`config.mk`:
```
export PLATFORM = sky130hd
export DESIGN_NAME = tuc_div_stage
export DESIGN_NICKNAME = d
export VERILOG_FILES = /design/src/rtl/tuc_pkg.sv /design/src/rtl/tuc_div_stage.sv
export SDC_FILE = /design/constraint.sdc
export NUM_CORES = 1
export LEC_CHECK = 0
export ABC_AREA = 0
export BUFFER_PORTS_ARGS = -buffer_cell sky130_fd_sc_hd__buf_2
export CORE_UTILIZATION = 45
export CTS_BUF_LIST = sky130_fd_sc_hd__clkbuf_8 sky130_fd_sc_hd__clkbuf_16
export DETAILED_ROUTE_END_ITERATION = 7
export GPL_ROUTABILITY_DRIVEN = 0
export PLACE_DENSITY = 0.68
export SYNTH_ARGS = -nofsm -noshare
export SYNTH_HDL_FRONTEND = slang
export SYNTH_SLANG_ARGS = --single-unit
```
`constraint.sdc`:
```
create_clock -name clk -period 15.85 [get_ports clk]
set_clock_uncertainty 0.05 [all_clocks]
set_input_delay 0.7925 -clock clk [delete_from_list [all_inputs] [get_ports clk]]
set_output_delay 0.7925 -clock clk [all_outputs]
set_load 0.02 [all_outputs]
```
`src/rtl/tuc_pkg.sv`:
```
// ----------------------------------------------------------------------------
// tuc_pkg
// shared types and constants of the trip unit converter
// ----------------------------------------------------------------------------
package tuc_pkg;

  localparam int unsigned DataW  = 32;
  localparam int unsigned RegW   = 16;
  localparam int unsigned DivSteps = DataW;
  localparam logic [DataW-1:0] RecipScale = 32'd100000000;
  localparam logic [DataW-1:0] AllOnes = {DataW{1'b1}};

  typedef enum logic [3:0] {
    REG_KM_MILE_MUL    = 4'd0,
    REG_KM_MILE_DIV    = 4'd1,
    REG_EV_KM_MILE_MUL = 4'd2,
    REG_EV_KM_MILE_DIV = 4'd3,
    REG_US_GALLON_MUL  = 4'd4,
    REG_US_GALLON_DIV  = 4'd5,
    REG_UK_GALLON_MUL  = 4'd6,
    REG_UK_GALLON_DIV  = 4'd7
  } reg_idx_t;

  typedef enum logic [1:0] {
    MODE_PASS    = 2'd0,
    MODE_RECIP   = 2'd1,
    MODE_RATIO   = 2'd2,
    MODE_INVALID = 2'd3
  } mode_t;

  typedef enum logic [2:0] {
    KIND_FUEL     = 3'd0,
    KIND_HYDROGEN = 3'd1,
    KIND_INST_EL  = 3'd2,
    KIND_AVG_EL   = 3'd3,
    KIND_SPEED    = 3'd4,
    KIND_DIST     = 3'd5,
    KIND_EV_DIST  = 3'd6,
    KIND_NONE     = 3'd7
  } kind_t;

  // target unit codes, meaning depends on the kind
  typedef enum logic [2:0] {
    UNIT_BASE        = 3'd0,
    UNIT_PER100_MILE = 3'd1,
    UNIT_MPG_US_MI   = 3'd2,
    UNIT_MPG_UK      = 3'd3,
    UNIT_KM_UK_GAL   = 3'd4
  } unit_t;

  typedef struct packed {
    logic             valid;
    logic             done;
    logic             ok;
    logic [DataW-1:0] rem;
    logic [DataW-1:0] lo;
    logic [DataW-1:0] d;
  } div_beat_t;

endpackage

```
`src/rtl/tuc_div_stage.sv`:
```
// ----------------------------------------------------------------------------
// tuc_div_stage
// one registered step of the restoring divider, one quotient bit per stage
// ----------------------------------------------------------------------------
module tuc_div_stage (
  input  logic               clk,
  input  logic               rst,
  input  logic               en,
  input  tuc_pkg::div_beat_t din,
  output tuc_pkg::div_beat_t dout
);

  logic [tuc_pkg::DataW:0]   trial;
  logic [tuc_pkg::DataW:0]   diff;
  logic                      qbit;
  tuc_pkg::div_beat_t        dout_next;

  always_comb begin
    trial = {din.rem, din.lo[tuc_pkg::DataW-1]};
    diff  = trial - {1'b0, din.d};
    qbit  = (trial >= {1'b0, din.d});
    dout_next = din;
    if (!din.done) begin
      dout_next.rem = qbit ? diff[tuc_pkg::DataW-1:0] : trial[tuc_pkg::DataW-1:0];
      dout_next.lo  = {din.lo[tuc_pkg::DataW-2:0], qbit};
    end
  end

  always_ff @(posedge clk) begin
    if (rst) begin
      dout.valid <= 1'b0;
    end else if (en) begin
      dout <= dout_next;
    end
  end

endmodule

```
==> metrics.txt <==
CTS Buffer Depth 2; Seq pwr share 43.8%; worst setup margin 12.36 ns; Top reg by flops dout; initial antenna violation count 0; Max Cap Viol 0; total CTS buffers 9; Syn Area/Cell 10.94 um^2; overall routing resource usage 22.18%; YS warnings 0; critical path peak fanout 4; Cell Pwr Density 95.77 mW/mm^2; post_cts resized 0; switch share 30.00%; largest net degree at the start of global routing 85; Ant. Diodes 0; Root Driver clkbuf_16; clock-pin slew on the worst setup and hold paths 0.07 ns; ys flop type edfxtp_1; Syn-to-layout area delta 22.13%; Final Setup Violations 0; total number of vias 5208; Netlist cell types 72; Pint 0.5087 mW; critical path type input pin to flip-flop; Routed Antenna Nets 0; initial core utilization 46.54%; DIE WIDTH 119.5 um; Tot Pwr 0.7267 mW; vias in the first global route 4979; crit path DAT 3.54 ns; CTS tree done; TritonRoute pass-1 iters 4; DRT iter0 DRCs 313; I/O Pins 201; IO Port Bufs 200; worst-margin pin slew 1.112 ns; vias per cell 5.612; Avg WL per Cell 17.12 um; Design Area, Final 0.007587 mm^2; H-tree depth 3; Pleak 3.219 nW; fin crit share 22.00%; final WL 15.89 mm; synthesized area 0.006212 mm^2; Peak VDD IR 0.05773 mV; dpl cell area 0.007296 mm^2; Worst slew margin 25.69%; pre-CTS worst setup slack 12.03 ns; CTS Hold Bufs 0; Net count, final 882; Top Registers dout: 99 flops; outcome complete, no violations; clock sinks 99; postcts setup bufs 0; Clock Power Share 30.1%; placed cell count 912; Final Critical Period 3.487 ns; DRC violations left 0; first-pass GRT wire length 24.78 mm; Die Y-Extent 119.5 um; RSZ-0062 raised after global routing no; Post-Syn Nets 703; setup TNS 0 ns; dpl hpwl 11.66 mm; CP Data Required Time 15.91 ns; Non-Filler Instances 928; Fin. Hold Viols 0; Worst-Skew Late Latency 0.35 ns; row count 42; Hold/Removal Path Class flip-flop to flip-flop; Post-synth EDFFs 98; Crit. End Element flip-flop; total grt overflow 0; Achievable Freq 286.8 MHz; Core ar. 0.01335 mm^2; asr flop ratio synth 0%; Seq cells post-synth 99; Worst setup SP type input pin; sequential share of the synthesized area 47.69%; Slew Limit Fails 0; Syn Inst Count 568; switching power total 0.2180 mW; layout cells sized above 1 35.37%; combinational power share 26.2%; full die area 0.01428 mm^2; max FFs per register 99
critical path, stage by stage:
cell	delay (ns)
buf_2	0.11
inv_1	0.09
ha_1	0.18
inv_1	0.06
fa_1	0.40
a21o_1	0.23
a221oi_1	0.45
o2111ai_1	0.17
nand2_1	0.19
a21oi_1	0.15
and3b_1	0.19
o32a_1	0.34
o22a_1	0.19
cells in the final DEF (no fill, tap or decap), drive strengths merged, types with 3 or more instances in the layout:
master	count
buf	205
edfxtp	98
inv	46
nand2	44
ha	32
a21oi	31
mux2	31
o21ai	26
xnor2	22
a21o	18
nand3	18
nand4	18
nor2	17
o31ai	12
and2	11
a31oi	11
o311ai	11
clkbuf	9
nor3	8
a41oi	8
nand2b	6
xor2	5
a211oi	5
and3	4
clkinv	4
o21bai	4
o41ai	3
a221oi	3
a31o	3
cell type report:
type	instances	area (um^2)
flip-flops and latches	99	2963
clock inverters	7	66.31
fillers	1195	5761
clock buffers	9	225.2
inverters	45	168.9
multi-input cells	387	2905
well taps	176	220.2
repair buffers	205	1039
cell families (layout without fill, tap and decap cells):
| family | Yosys count | in the layout | share of synthesized area, % |
|---|---|---|---|
| DFF | 99 | 99 | 47.69 |
| xor gates and xnor gates | 27 | 27 | 3.807 |
| buffers and inverters | 82 | 266 | 5.660 |
| muxes | 32 | 32 | 5.780 |
| AOI/OAI and AO/OA | 157 | 157 | 18.79 |
| and+or+nand+nor | 138 | 138 | 11.50 |
| adders and majority gates | 33 | 33 | 6.767 |
synthesized netlist by cell type, types with 6 or more instances:
master | instances | share of area, %
inv_1 | 44 | 2.7
nor2_1 | 16 | 0.97
o21ai_1 | 12 | 0.97
nor3_1 | 8 | 0.64
edfxtp_1 | 98 | 47
nand2b_1 | 6 | 0.60
clkbuf_1 | 18 | 1.1
xnor2_1 | 22 | 3.1
buf_1 | 8 | 0.48
o21ai_0 | 14 | 1.1
and2_1 | 11 | 1.1
a41oi_1 | 8 | 1.1
a21o_1 | 18 | 2.2
a21oi_1 | 31 | 2.5
o311ai_1 | 8 | 1.1
ha_1 | 32 | 6.4
nand2_1 | 44 | 2.7
mux2_2 | 31 | 5.6
nand3_1 | 18 | 1.5
buf_4 | 7 | 0.85
o31ai_1 | 11 | 1.3
a31oi_1 | 11 | 1.1
nand4_1 | 17 | 1.7
metrics by stage:
stage                     util [%]  hold WS (ns)
after floorplan                  -        0.5288
after global placement       54.66        0.4197
after detailed placement     54.66        0.4315
after CTS                    56.84        0.4477
after global routing         56.84        0.4643
final                        56.84        0.4419
power groups by stage:
stage / clock network, mW / registers, mW / logic [mW]
after floorplan: 0 / 0.351 / 0.105
after global placement: 0 / 0.324 / 0.186
after detailed placement: 0 / 0.324 / 0.188
after CTS: 0.223 / 0.319 / 0.190
after global routing: 0.233 / 0.320 / 0.206
final: 0.219 / 0.318 / 0.190
per-layer routing:
metal | track usage, % | up-vias | share of wire, %
li1 | - | 2504 | -
met1 | 27.83 | 2472 | 44
met2 | 37.21 | 212 | 47
met3 | 3.897 | 20 | 6.6
met4 | 10.16 | 0 | 2.3
met5 | 0 | - | 0
final timing paths:
path | start | to | slack [ns] | cells past startpoint
setup reg to reg | dout[98] | dout[98] | 15.23 | 2
setup / recovery | din[63] | dout[92] | 12.36 | 13
hold / removal | dout[98] | dout[98] | 0.44 | 2
hold reg to reg | dout[98] | dout[98] | 0.44 | 2
Note: power is estimated with default switching activity, not from simulation.
